`src/sv/urm_pkg.sv`:
```
// Package for the median-of-three ultrasonic ranger.
// Holds payload and config structs, phase codes, constants and the median function.
// No dependencies.
package urm_pkg;

    localparam int COUNT_WIDTH_DEF = 16;
    localparam int CFG_INDEX_W     = 2;
    localparam int CFG_DATA_W      = 16;
    localparam int US_W            = 16;
    localparam int MM_W            = 14;
    localparam int SAMPLE_W        = US_W + 1;
    localparam int NUM_SAMPLES     = 3;
    localparam int PROD_W          = 30;

    localparam logic [MM_W-1:0] MM_SCALE = 14'd11141;

    // Register indexes of the config port
    localparam logic [CFG_INDEX_W-1:0] CFG_TRIGGER_LOW  = 2'd0;
    localparam logic [CFG_INDEX_W-1:0] CFG_TRIGGER_HIGH = 2'd1;
    localparam logic [CFG_INDEX_W-1:0] CFG_ECHO_TIMEOUT = 2'd2;
    localparam logic [CFG_INDEX_W-1:0] CFG_SAMPLE_GAP   = 2'd3;

    // Register reset values
    localparam logic [7:0]  TRIGGER_LOW_RST  = 8'd2;
    localparam logic [7:0]  TRIGGER_HIGH_RST = 8'd12;
    localparam logic [15:0] ECHO_TIMEOUT_RST = 16'd30000;
    localparam logic [15:0] SAMPLE_GAP_RST   = 16'd10000;

    typedef enum logic [2:0] {
        PH_IDLE  = 3'd0,
        PH_TLOW  = 3'd1,
        PH_THIGH = 3'd2,
        PH_WAIT  = 3'd3,
        PH_ECHO  = 3'd4,
        PH_GAP   = 3'd5
    } t_phase;

    typedef struct packed {
        logic echo_level;
        logic start_request;
    } t_in;

    typedef struct packed {
        logic            trigger_level;
        logic            busy_res;
        logic            result_valid;
        logic            echo_found;
        logic [US_W-1:0] median_echo_us;
        logic [MM_W-1:0] distance_mm;
    } t_out;

    typedef struct packed {
        logic [7:0]  trigger_low_us;
        logic [7:0]  trigger_high_us;
        logic [15:0] echo_timeout_us;
        logic [15:0] sample_gap_us;
    } t_cfg;

    // Median of three samples; bit 16 marks an infinite sample, so it sorts last
    function automatic logic [SAMPLE_W-1:0] median3(input logic [SAMPLE_W-1:0] a,
                                                    input logic [SAMPLE_W-1:0] b,
                                                    input logic [SAMPLE_W-1:0] c);
        logic [SAMPLE_W-1:0] lo;
        logic [SAMPLE_W-1:0] hi;
        logic [SAMPLE_W-1:0] m;
        lo = (a < b) ? a : b;
        hi = (a < b) ? b : a;
        m  = (hi < c) ? hi : c;
        return (lo > m) ? lo : m;
    endfunction

endpackage

```
`src/sv/urm_cfg.sv`:
```
// Configuration registers of the ranger: trigger timing, echo timeout, gap.
// Depends on urm_pkg.
module urm_cfg (
    input  logic                            i_clk,
    input  logic                            i_rst_n,
    input  logic                            i_cfg_we,
    input  logic [urm_pkg::CFG_INDEX_W-1:0] i_cfg_index,
    input  logic [urm_pkg::CFG_DATA_W-1:0]  i_cfg_data,
    output urm_pkg::t_cfg                   o_cfg
);
    import urm_pkg::*;

    t_cfg r_cfg;

    // Write the addressed register, keeping its low bits
    always_ff @(posedge i_clk) begin
        if (!i_rst_n) begin
            r_cfg.trigger_low_us  <= TRIGGER_LOW_RST;
            r_cfg.trigger_high_us <= TRIGGER_HIGH_RST;
            r_cfg.echo_timeout_us <= ECHO_TIMEOUT_RST;
            r_cfg.sample_gap_us   <= SAMPLE_GAP_RST;
        end else if (i_cfg_we) begin
            case (i_cfg_index)
                CFG_TRIGGER_LOW:  r_cfg.trigger_low_us  <= i_cfg_data[7:0];
                CFG_TRIGGER_HIGH: r_cfg.trigger_high_us <= i_cfg_data[7:0];
                CFG_ECHO_TIMEOUT: r_cfg.echo_timeout_us <= i_cfg_data;
                CFG_SAMPLE_GAP:   r_cfg.sample_gap_us   <= i_cfg_data;
                default: ;
            endcase
        end
    end

    assign o_cfg = r_cfg;

endmodule

```
`src/sv/urm_ctrl.sv`:
```
// Ranging sequencer: phase, tick counter, sample store and median report.
// One call of the step logic per enabled tick. Depends on urm_pkg.
module urm_ctrl #(
    parameter int COUNT_WIDTH = urm_pkg::COUNT_WIDTH_DEF
) (
    input  logic          i_clk,
    input  logic          i_rst_n,
    input  logic          i_step,
    input  urm_pkg::t_in  i_in,
    input  urm_pkg::t_cfg i_cfg,
    output urm_pkg::t_out o_res
);
    import urm_pkg::*;

    localparam int CW = COUNT_WIDTH;
    localparam int LW = (CW > 16) ? CW : 16;
    localparam logic [CW-1:0] CMAX = '1;

    t_phase              r_phase, n_phase;
    logic [CW-1:0]       r_tc, n_tc;
    logic [1:0]          r_si, n_si;
    logic [SAMPLE_W-1:0] r_samples [NUM_SAMPLES];

    logic                wr_en;
    logic [1:0]          wr_idx;
    logic [SAMPLE_W-1:0] wr_data;
    logic [SAMPLE_W-1:0] view [NUM_SAMPLES];
    logic [CW-1:0]       bumped;
    logic [CW-1:0]       lim_to;
    logic                gap_done;
    logic [2:0]          si_sum;
    logic [SAMPLE_W-1:0] med;
    logic [PROD_W-1:0]   prod;
    t_out                res;

    // Clamp a limit to at least one and at most the counter maximum
    function automatic logic [CW-1:0] lim(input logic [15:0] v);
        logic [LW-1:0] ve;
        ve = LW'(v);
        if (ve == '0) ve = LW'(1);
        if (ve > LW'(CMAX)) ve = LW'(CMAX);
        return ve[CW-1:0];
    endfunction

    // Saturating increment of the tick counter
    function automatic logic [CW-1:0] bump(input logic [CW-1:0] t);
        return (t == CMAX) ? t : t + CW'(1);
    endfunction

    assign wr_idx = (r_si < 2'd3) ? r_si : 2'd0;
    assign lim_to = lim(i_cfg.echo_timeout_us);

    // Step logic for one tick
    always_comb begin
        n_phase  = r_phase;
        n_tc     = r_tc;
        n_si     = r_si;
        wr_en    = 1'b0;
        wr_data  = '0;
        bumped   = '0;
        gap_done = 1'b0;
        si_sum   = 3'({1'b0, r_si} + 3'd1);
        med      = '0;
        prod     = '0;
        res      = '0;
        res.busy_res = 1'b1;

        case (r_phase)
            PH_IDLE: begin
                res.busy_res = 1'b0;
                if (i_in.start_request) begin
                    res.busy_res = 1'b1;
                    n_si    = 2'd0;
                    n_tc    = '0;
                    n_phase = (i_cfg.trigger_low_us == 8'd0) ? PH_THIGH : PH_TLOW;
                end
            end
            PH_TLOW: begin
                bumped = bump(r_tc);
                if (bumped >= lim({8'd0, i_cfg.trigger_low_us})) begin
                    n_tc    = '0;
                    n_phase = PH_THIGH;
                end else begin
                    n_tc = bumped;
                end
            end
            PH_THIGH: begin
                res.trigger_level = 1'b1;
                bumped = bump(r_tc);
                if (bumped >= lim({8'd0, i_cfg.trigger_high_us})) begin
                    n_tc    = '0;
                    n_phase = PH_WAIT;
                end else begin
                    n_tc = bumped;
                end
            end
            PH_WAIT: begin
                if (i_in.echo_level) begin
                    n_tc    = CW'(1);
                    n_phase = PH_ECHO;
                    if (CW'(1) >= lim_to) begin
                        wr_en   = 1'b1;
                        wr_data = {1'b1, {US_W{1'b0}}};
                    end
                end else begin
                    bumped = bump(r_tc);
                    n_tc   = bumped;
                    if (bumped >= lim_to) begin
                        wr_en   = 1'b1;
                        wr_data = {1'b1, {US_W{1'b0}}};
                    end
                end
            end
            PH_ECHO: begin
                if (i_in.echo_level) begin
                    bumped = bump(r_tc);
                    n_tc   = bumped;
                    if (bumped >= lim_to) begin
                        wr_en   = 1'b1;
                        wr_data = {1'b1, {US_W{1'b0}}};
                    end
                end else begin
                    wr_en   = 1'b1;
                    wr_data = {1'b0, US_W'(r_tc)};
                end
            end
            default: begin
                n_phase = PH_GAP;
            end
        endcase

        // Store a finished sample and go to the gap
        if (wr_en) begin
            n_tc    = '0;
            n_phase = PH_GAP;
        end

        // Forward the sample written this tick to the median
        for (int i = 0; i < NUM_SAMPLES; i++) begin
            view[i] = (wr_en && (wr_idx == 2'(i))) ? wr_data : r_samples[i];
        end

        // Count the gap; on its end start the next cycle or report
        if (n_phase == PH_GAP) begin
            if (i_cfg.sample_gap_us == 16'd0) begin
                gap_done = 1'b1;
            end else begin
                n_tc     = bump(n_tc);
                gap_done = (n_tc >= lim(i_cfg.sample_gap_us));
            end
            if (gap_done) begin
                n_tc = '0;
                if (si_sum >= 3'd3) begin
                    med  = median3(view[0], view[1], view[2]);
                    res.result_valid = 1'b1;
                    if (!med[US_W]) begin
                        prod = PROD_W'(med[US_W-1:0]) * PROD_W'(MM_SCALE);
                        res.echo_found     = 1'b1;
                        res.median_echo_us = med[US_W-1:0];
                        res.distance_mm    = prod[PROD_W-1:US_W];
                    end
                    n_si    = 2'd0;
                    n_phase = PH_IDLE;
                end else begin
                    n_si    = si_sum[1:0];
                    n_phase = (i_cfg.trigger_low_us == 8'd0) ? PH_THIGH : PH_TLOW;
                end
            end
        end
    end

    // Advance the control state on each step
    always_ff @(posedge i_clk) begin
        if (!i_rst_n) begin
            r_phase <= PH_IDLE;
            r_tc    <= '0;
            r_si    <= 2'd0;
        end else if (i_step) begin
            r_phase <= n_phase;
            r_tc    <= n_tc;
            r_si    <= n_si;
        end
    end

    // Sample store, written once per ranging cycle
    always_ff @(posedge i_clk) begin
        if (i_step && wr_en) begin
            r_samples[wr_idx] <= wr_data;
        end
    end

    assign o_res = res;

endmodule

```
`src/sv/ultrasonic_range_median3.sv`:
```
// Top level of the median-of-three ultrasonic ranger.
// Input register, sequencer and result register. Depends on urm_pkg, urm_cfg, urm_ctrl.
//
// Usage:
//  Each input request is one microsecond tick: the sampled echo pin level and a
//  start flag. Every request yields exactly one result request carrying the
//  trigger drive, busy flag and, on the report tick, the median echo width in
//  microseconds and the distance in millimetres.
//  Channels use valid/stall; a request moves when valid is high and stall low.
//  A request passes the input register, then the result register. One request is
//  accepted every cycle unless the receiver stalls; the step logic between the two
//  registers is a combinational pass over the phase counter and three-sample store.
//  When the receiver stalls, the result register holds, the input register
//  fills, and then o_in_stall rises; no request is lost or repeated.
//  Config writes land at once and are meant for idle periods.
//  Reset (i_rst_n low, synchronous) empties both registers, sets the phase to
//  idle, and loads the register defaults 2, 12, 30000 and 10000.
module ultrasonic_range_median3 #(
    parameter int COUNT_WIDTH = urm_pkg::COUNT_WIDTH_DEF
) (
    input  logic                            i_clk,
    input  logic                            i_rst_n,
    input  logic                            i_in_valid,
    output logic                            o_in_stall,
    input  urm_pkg::t_in                    i_in_data,
    output logic                            o_out_valid,
    input  logic                            i_out_stall,
    output urm_pkg::t_out                   o_out_data,
    input  logic                            i_cfg_we,
    input  logic [urm_pkg::CFG_INDEX_W-1:0] i_cfg_index,
    input  logic [urm_pkg::CFG_DATA_W-1:0]  i_cfg_data
);
    import urm_pkg::*;

    logic  r_in_valid;
    t_in   r_in_data;
    logic  r_out_valid;
    t_out  r_out_data;
    logic  advance;
    logic  in_take;
    t_cfg  cfg;
    t_out  res;

    assign advance    = !(r_out_valid && i_out_stall);
    assign o_in_stall = r_in_valid && !advance;
    assign in_take    = i_in_valid && !o_in_stall;

    urm_cfg u_cfg (
        .i_clk       (i_clk),
        .i_rst_n     (i_rst_n),
        .i_cfg_we    (i_cfg_we),
        .i_cfg_index (i_cfg_index),
        .i_cfg_data  (i_cfg_data),
        .o_cfg       (cfg)
    );

    urm_ctrl #(
        .COUNT_WIDTH (COUNT_WIDTH)
    ) u_ctrl (
        .i_clk   (i_clk),
        .i_rst_n (i_rst_n),
        .i_step  (advance && r_in_valid),
        .i_in    (r_in_data),
        .i_cfg   (cfg),
        .o_res   (res)
    );

    // Hold the accepted request until the step logic takes it
    always_ff @(posedge i_clk) begin
        if (!i_rst_n) begin
            r_in_valid <= 1'b0;
        end else if (in_take) begin
            r_in_valid <= 1'b1;
        end else if (advance) begin
            r_in_valid <= 1'b0;
        end
    end

    always_ff @(posedge i_clk) begin
        if (in_take) begin
            r_in_data <= i_in_data;
        end
    end

    // Advance the result register unless the receiver stalls
    always_ff @(posedge i_clk) begin
        if (!i_rst_n) begin
            r_out_valid <= 1'b0;
        end else if (advance) begin
            r_out_valid <= r_in_valid;
        end
    end

    always_ff @(posedge i_clk) begin
        if (advance && r_in_valid) begin
            r_out_data <= res;
        end
    end

    assign o_out_valid = r_out_valid;
    assign o_out_data  = r_out_data;

endmodule

```
`config.mk`:
```
export PLATFORM = sky130hd
export DESIGN_NAME = ultrasonic_range_median3
export DESIGN_NICKNAME = d
export VERILOG_FILES = /design/src/sv/urm_pkg.sv /design/src/sv/urm_cfg.sv /design/src/sv/urm_ctrl.sv /design/src/sv/ultrasonic_range_median3.sv
export SDC_FILE = /design/constraint.sdc
export NUM_CORES = 1
export LEC_CHECK = 0
export BUFFER_PORTS_ARGS = -buffer_cell sky130_fd_sc_hd__clkbuf_2
export CAP_MARGIN = 15
export CORE_MARGIN = 4
export CORE_UTILIZATION = 30
export DETAILED_ROUTE_END_ITERATION = 8
export SLEW_MARGIN = 20
export SYNTH_ARGS = -nofsm -noshare
export SYNTH_HDL_FRONTEND = slang
export SYNTH_SLANG_ARGS = --single-unit
```
`constraint.sdc`:
```
create_clock -name i_clk -period 34.4 [get_ports i_clk]
set_input_delay 1.72 -clock i_clk [delete_from_list [all_inputs] [get_ports i_clk]]
set_output_delay 1.72 -clock i_clk [all_outputs]
set_load 0.01 [all_outputs]
```
### Word level (Yosys, flattened, before mapping)

Memories as Yosys holds them, arrays and structs flattened.
Cells that the tools add are included.

* memory bits (writable): 51
* latch bits: 0
* memory bits (read-only): 0
* memories kept: 1
* register bits: 107
* logic and storage cells: 146
* input bits: 25
* output and inout port bits: 36

* multipliers: 1
* $lt $le $gt $ge: 14
* reductions and logical operators: 24
* shift operators: 0
* div/mod/pow operators: 0
* bitwise operators: 3
* equality and inequality tests: 13
* add/sub/neg operators: 3
* muxes and demuxes: 70

Memory list
* u_ctrl.r_samples: depth 3, width 17, read ports 3, clocked after memory_dff 0, write ports 1, RTL line urm_ctrl.sv:22 `logic [SAMPLE_W-1:0] r_samples [NUM_SAMPLES];`

Operators by type and width (number)
* 16-bit 2-to-1 mux: 24
* 17-bit 2-to-1 mux: 11
* 16-bit one-hot mux with 5 select lines: 1
* 16-bit greater-or-equal comparator: 4
* 16-bit greater-than comparator (second input constant): 4
* 17-bit less-than comparator: 2
* 17-bit one-hot mux with 2 select lines: 1
* 16-bit by 1-bit adder with 16-bit output (second input constant): 2
* 16-bit equality test (second input constant): 2
* 16-bit logical NOT: 2
* 32-bit 2-to-1 mux: 1
* 31-bit 2-to-1 mux: 1
* 16-bit by 14-bit multiplier with 30-bit output (second input constant): 1
* 3-bit 2-to-1 mux: 8
* 17-bit greater-than comparator: 1
* 1-bit by 16-bit greater-or-equal comparator with 1-bit output (first input constant): 1
* 8-bit logical NOT: 2
* 8-bit 2-to-1 mux: 2
* 3-bit one-hot mux with 5 select lines: 1
* 2-bit 2-to-1 mux: 7
* 1-bit 2-to-1 mux: 12
* 2-bit AND reduction: 5
* 1-bit logical AND: 8
* 2-bit equality test (second input constant): 3
* other kinds (15): 22

### Longest topological paths before layout

* word-level depth: 21
* depth in mapped cells: 73
* depth with buffers taken out: 70

### Hierarchy

From an unflattened synthesis, not the netlist that was laid out.

* cell total of the unflattened synthesis: 1615
* area total of the unflattened synthesis: 15203.3 µm²

Modules (own cells, without submodules)
* urm_ctrl: area each 12152.9 µm², cells each 1385, instances 1
* urm_cfg: area each 1885.6 µm², cells each 186, instances 1
* ultrasonic_range_median3: area each 1164.9 µm², cells each 44, instances 1

### Least setup slack after synthesis

OpenSTA, ideal clock, no wires.

* kind: flip-flop to flip-flop
* from: register u_ctrl.r_tc[1]
* to: register r_out_data, in the netlist o_out_data[13] (data pin)
* arrival time: 15.410 ns
* data required time: 34.193 ns
* slack: 18.783 ns
* stages on the path, launching flop included: 66
* cells stage by stage: dfxtp_1 > ha_1 > nand3_1 > nor4_2 > nor3_1 > xor2_1 > ha_1 > a2111oi_0 > nor3_1 > a211oi_1 > o21bai_2 > nand2_1 > clkbuf_1 > nor2_1 > a21oi_1 > inv_1 > ha_1 > a21o_1 > [30 not listed] > a21oi_1 > ha_1 > fa_1 > fa_1 > fa_1 > fa_1 > fa_1 > ha_1 > a21o_1 > a21oi_1 > and2_1 > a31oi_1 > a31oi_1 > o211ai_1 > a31oi_1 > o21ba_2 > nor3_1 > a2111oi_0

* cells in the longest elaborated chain, start to end: 15
* elaborated cells between the ends (all ways): 49

RTL lines
* from (decl): RTL line urm_ctrl.sv:20 `logic [CW-1:0] r_tc, n_tc;`
* from (signal assigned): RTL line urm_ctrl.sv:180 `r_tc <= n_tc;`
* 16-bit by 1-bit adder with 16-bit output or 16-bit equality test (tied branches): RTL line urm_ctrl.sv:47 `return (t == CMAX) ? t : t + CW'(1);`
* 16-bit 2-to-1 mux: RTL line urm_ctrl.sv:47
* 16-bit greater-or-equal comparator: RTL line urm_ctrl.sv:108, urm_ctrl.sv:118
* 1-bit 2-to-1 mux: RTL line urm_ctrl.sv:108, urm_ctrl.sv:118
* 1-bit 2-to-1 mux (on tied branches): RTL line urm_ctrl.sv:115, urm_ctrl.sv:98
* 1-bit one-hot mux with 2 select lines: RTL line urm_ctrl.sv:68 `case (r_phase)`
* 1-bit logical AND: RTL line urm_ctrl.sv:140 `view[i] = (wr_en && (wr_idx == 2'(i))) ? wr_data : r_samples[i];`
* 17-bit 2-to-1 mux: RTL line urm_ctrl.sv:140
* 17-bit less-than comparator: RTL line urm_pkg.sv:66, urm_pkg.sv:67
* 17-bit 2-to-1 mux: RTL line urm_pkg.sv:67 `hi = (a < b) ? b : a;`
* 17-bit less-than comparator: RTL line urm_pkg.sv:68 `m = (hi < c) ? hi : c;`
* 17-bit 2-to-1 mux: RTL line urm_pkg.sv:68
* 17-bit greater-than comparator: RTL line urm_pkg.sv:69 `return (lo > m) ? lo : m;`
* 17-bit 2-to-1 mux: RTL line urm_pkg.sv:69
* 16-bit by 14-bit multiplier with 30-bit output or 4-bit OR reduction (tied branches)
* to (signal assigned): RTL line ultrasonic_range_median3.sv:96 `r_out_data <= res;`
* to (decl): RTL line ultrasonic_range_median3.sv:38 `t_out r_out_data;`

Several ways; a longest one is shown, not always the timed one. The select of a mux whose other input is x is not followed.
A chain may end at the register's enable or synchronous reset.

### Worst setup path in the final report

* from: register u_ctrl.r_tc[0]
* to: register r_out_data, in the netlist o_out_data[13] (data pin)

Same word-level chain as after synthesis.

==> metrics <==
chip width=between 200 and 250 µm; cts bufs inserted=17; diode count=0; syn avg cell area=around 8.7 µm²; Yosys warning count=0; per-cell routed wire length=17.5 µm; Final nets=approximately 2100; Post-synth ARST share=0%; max-slew violations=0; register area=a little over 0.004 mm²; final WL=42.6 mm; status=complete, no violations; Cell Pwr Density=approximately 28 mW/mm²; endpoints failing hold=0; max cap viols=0; wire length of the first global-routing pass=67.9 mm; initial antenna violation count=0; Register-to-Register Setup Slack=16.74 ns; Worst Skew=0.0147 ns; Worst setup SP type=register; CP peak stage delay=approximately 0.84 ns; Row Count=81; Filler cells=5152; R2R depth=65; Crit. End Element=register; gpl congestion=0.923; layout cells sized above 1=around a tenth; Yosys cell types=a little over 80; Multi-input gate area=0.0100 mm²; Setup Viol. Count Final=0; setup TNS=0 ns; routed vias=between 10000 and 15000; DRC errors left=0; CTS tree=done; post_cts resized=0; arrival time worst endpoint=~18 ns; CTS root buf=clkbuf_16; die area=roughly 0.054 mm²; relative slew slack=between 30 and 40%; Boundary Pins=61; crit-path max FO=38; Final Non-Filler Cells=about 2400; CTS sink count=around 160; CP Launch Point=u_ctrl.r_tc[0]; synthesized cell area=0.0151 mm²; crit path max-delay cell type=nor4_2; Starting Density=roughly 31%; Core ar.=about 0.05 mm²; RSZ-0062 raised after global routing=false; number of synthesized flops with an enable pin=a little under 90; Post-CTS Setup Inserts=0; Post-DRT Antenna Nets=0; Placed Cells=2407; period utilization=51.3%; most frequent CP cell=ha_1; largest net degree at the start of global routing=73; # hold bufs at CTS=0; total grt overflow=0; die height=232 µm; DR iter-0 viols=883; measured slew at the worst slew-check pin=roughly 1 ns; worst vdd ir=about 0.037 mV; #FFs+latches synth=about 160; GRT Total Usage=between 10% and 20%; post-DP HPWL=33.7 mm; Worst R2R End=o_out_data[13]; Mapped Cells=1736; vias in the first global route=between 10000 and 15000; maximum clock path buffer count=2; Synth Flop Type=edfxtp_1; fin crit period=roughly 18 ns; critical path required time=about 35 ns; CP Capture Point=o_out_data[13]; IO buf count=60; Net Count, Synth=around 2000; clk slew on worst S/H paths=0.08 ns; maximum level of the CTS H-tree=4; drt via density=about 5.2; reg-to-reg startpoint=u_ctrl.r_tc[0]; drt first pass iters=5; Tightest Hold Check Type=reg -> reg; area grow syn2layout=10.6%; Pleak=around 0.0075 µW; Clk Latency, worst-skew pair=just under 0.5 ns; Max Fclk=approximately 57 MHz; register area share after synthesis=between 20% and 30%; critical path type=reg -> reg
cells in the mapped netlist (4+ instances only):
cell       instances  area share, %
a31oi_1           18           0.75
a41oi_1            4           0.23
edfxtp_1          87             17
nand2b_1          12           0.50
o21bai_1           5           0.25
o21a_1            14           0.70
nand3b_1           7           0.35
a22oi_1            5           0.25
or3_1              7           0.29
inv_1            201            5.0
o21ai_0           67            2.2
xnor2_1           17           0.99
and2_1             9           0.37
or2_2              6           0.25
buf_2             14           0.46
nor2_1           155            3.9
nand3_1           34            1.1
and3_1             8           0.33
a2111oi_0          4           0.23
nand4_1           22           0.91
clkbuf_1          50            1.2
dfxtp_1           71            9.4
xor2_1            17           0.99
a21o_1            24            1.2
nor3b_1            6           0.30
o211ai_1          18           0.90
a211oi_1          29            1.4
nand2_1          160            4.0
fa_1              54            7.2
nor3_1            33            1.1
ha_1             225             19
a21boi_0          25            1.2
a21oi_1          135            4.5
o31ai_1            5           0.25
nor2b_1           31            1.3
nor4_1            24            1.0
mux2i_1           31            2.1
buf_4              4           0.20
mux2_2            27            2.0
registers in the layout, summed over array words and instances (netlist names):
name / flops
o_out_data: 34
o_out_valid: 1
r_in_data: 2
r_in_valid: 1
u_cfg.o_cfg: 48
u_ctrl.r_phase: 3
u_ctrl.r_samples: 51
u_ctrl.r_si: 2
u_ctrl.r_tc: 16
where the power goes:
part	switching, µW	total, µW	internal [µW]
registers	7.25	210	203
logic	35.3	56.0	20.6
clock network	97.9	195	97.3
total	140	461	321
worst min path at each step:
stage                    start               to  slack, ns  cells after the start
2_1_floorplan  u_cfg.o_cfg[16]  u_cfg.o_cfg[16]       0.44                      2
3_3_place_gp   u_cfg.o_cfg[16]  u_cfg.o_cfg[16]       0.45                      2
3_5_place_dp   u_cfg.o_cfg[16]  u_cfg.o_cfg[16]       0.47                      2
4_1_cts        u_cfg.o_cfg[16]  u_cfg.o_cfg[16]       0.48                      2
5_1_grt        u_cfg.o_cfg[16]  u_cfg.o_cfg[16]       0.49                      2
6_report       u_cfg.o_cfg[16]  u_cfg.o_cfg[16]       0.48                      2
through the flow:
stage / utilization, % / area [µm²] / hold WS, ns / setup slack [ns] / power [µW]
detailed placement: 32.6 / 16100 / 0.474 / 16.71 / 269
finish: 33.8 / 16700 / 0.479 / 16.74 / 461
floorplan: - / 15100 / 0.438 / 18.78 / 251
CTS: 33.8 / 16700 / 0.485 / 16.66 / 467
global placement: 32.6 / 16100 / 0.451 / 17.44 / 269
global route: 33.8 / 16700 / 0.493 / 15.21 / 482
logic make-up after synthesis:
logic type               synth area share [%]
multiplexers                             4.08
buffers and inverters                    7.19
AO/OA/AOI/OAI                            17.3
XOR/XNOR                                 1.98
flip-flops                               26.8
AND/OR/NAND/NOR                          16.9
adder cells (fa/ha/maj)                  25.8
layout by cell type, fill, tap and decap left out, drive strengths merged, types with 6 or more instances in the layout:
| cell type | netlist | final |
|---|---|---|
| ha | 225 | 225 |
| inv | 201 | 210 |
| nand2 | 160 | 160 |
| nor2 | 155 | 155 |
| a21oi | 136 | 136 |
| edfxtp | 87 | 87 |
| clkbuf | 50 | 77 |
| dfxtp | 71 | 71 |
| o21ai | 70 | 70 |
| fa | 54 | 54 |
| nand3 | 34 | 34 |
| nor3 | 34 | 34 |
| nor2b | 31 | 31 |
| mux2i | 31 | 31 |
| a211oi | 29 | 29 |
| mux2 | 27 | 27 |
| a21boi | 25 | 25 |
| nor4 | 25 | 25 |
| a21o | 25 | 25 |
| nand4 | 23 | 23 |
| buf | 23 | 21 |
| a31oi | 19 | 19 |
| o211ai | 18 | 18 |
| xnor2 | 17 | 17 |
| xor2 | 17 | 17 |
| o21a | 14 | 14 |
| nand2b | 12 | 12 |
| and2 | 10 | 10 |
| and3 | 8 | 8 |
| nand3b | 7 | 7 |
| or3 | 7 | 7 |
| nor3b | 7 | 7 |
| or2 | 6 | 6 |
| o21bai | 6 | 6 |
| o31ai | 6 | 6 |
layer usage:
metal | track usage, % | vias to the layer above | wire (µm)
li1 | - | 6208 | -
met4 | 6.07 | 0 | 1220
met2 | 25.4 | 402 | 19500
met5 | 0 | - | 0
met1 | 21.6 | 6003 | 19500
met3 | 3.19 | 66 | 2340
area by class of cell:
type	count	share of cell area, %
sequential	158	24.2
multi-input combinational	1304	60.0
timing repair buffer	81	2.77
clock buffer	17	2.55
tap	664	4.98
inverter	201	4.53
clock inverter	15	0.991
worst max-delay path: cells and delay by family, from the launching register on:
| family | cells | cell delay (ns) |
|---|---|---|
| DFF | 1 | 0.47 |
| xor gates and xnor gates | 1 | 0.37 |
| adders and majority gates | 12 | 4.63 |
| muxes | 1 | 0.40 |
| and+or+nand+nor | 12 | 2.30 |
| buffers and inverters | 6 | 1.47 |
| AOI/OAI and AO/OA | 33 | 7.70 |
(Power assumes the default switching activity.)
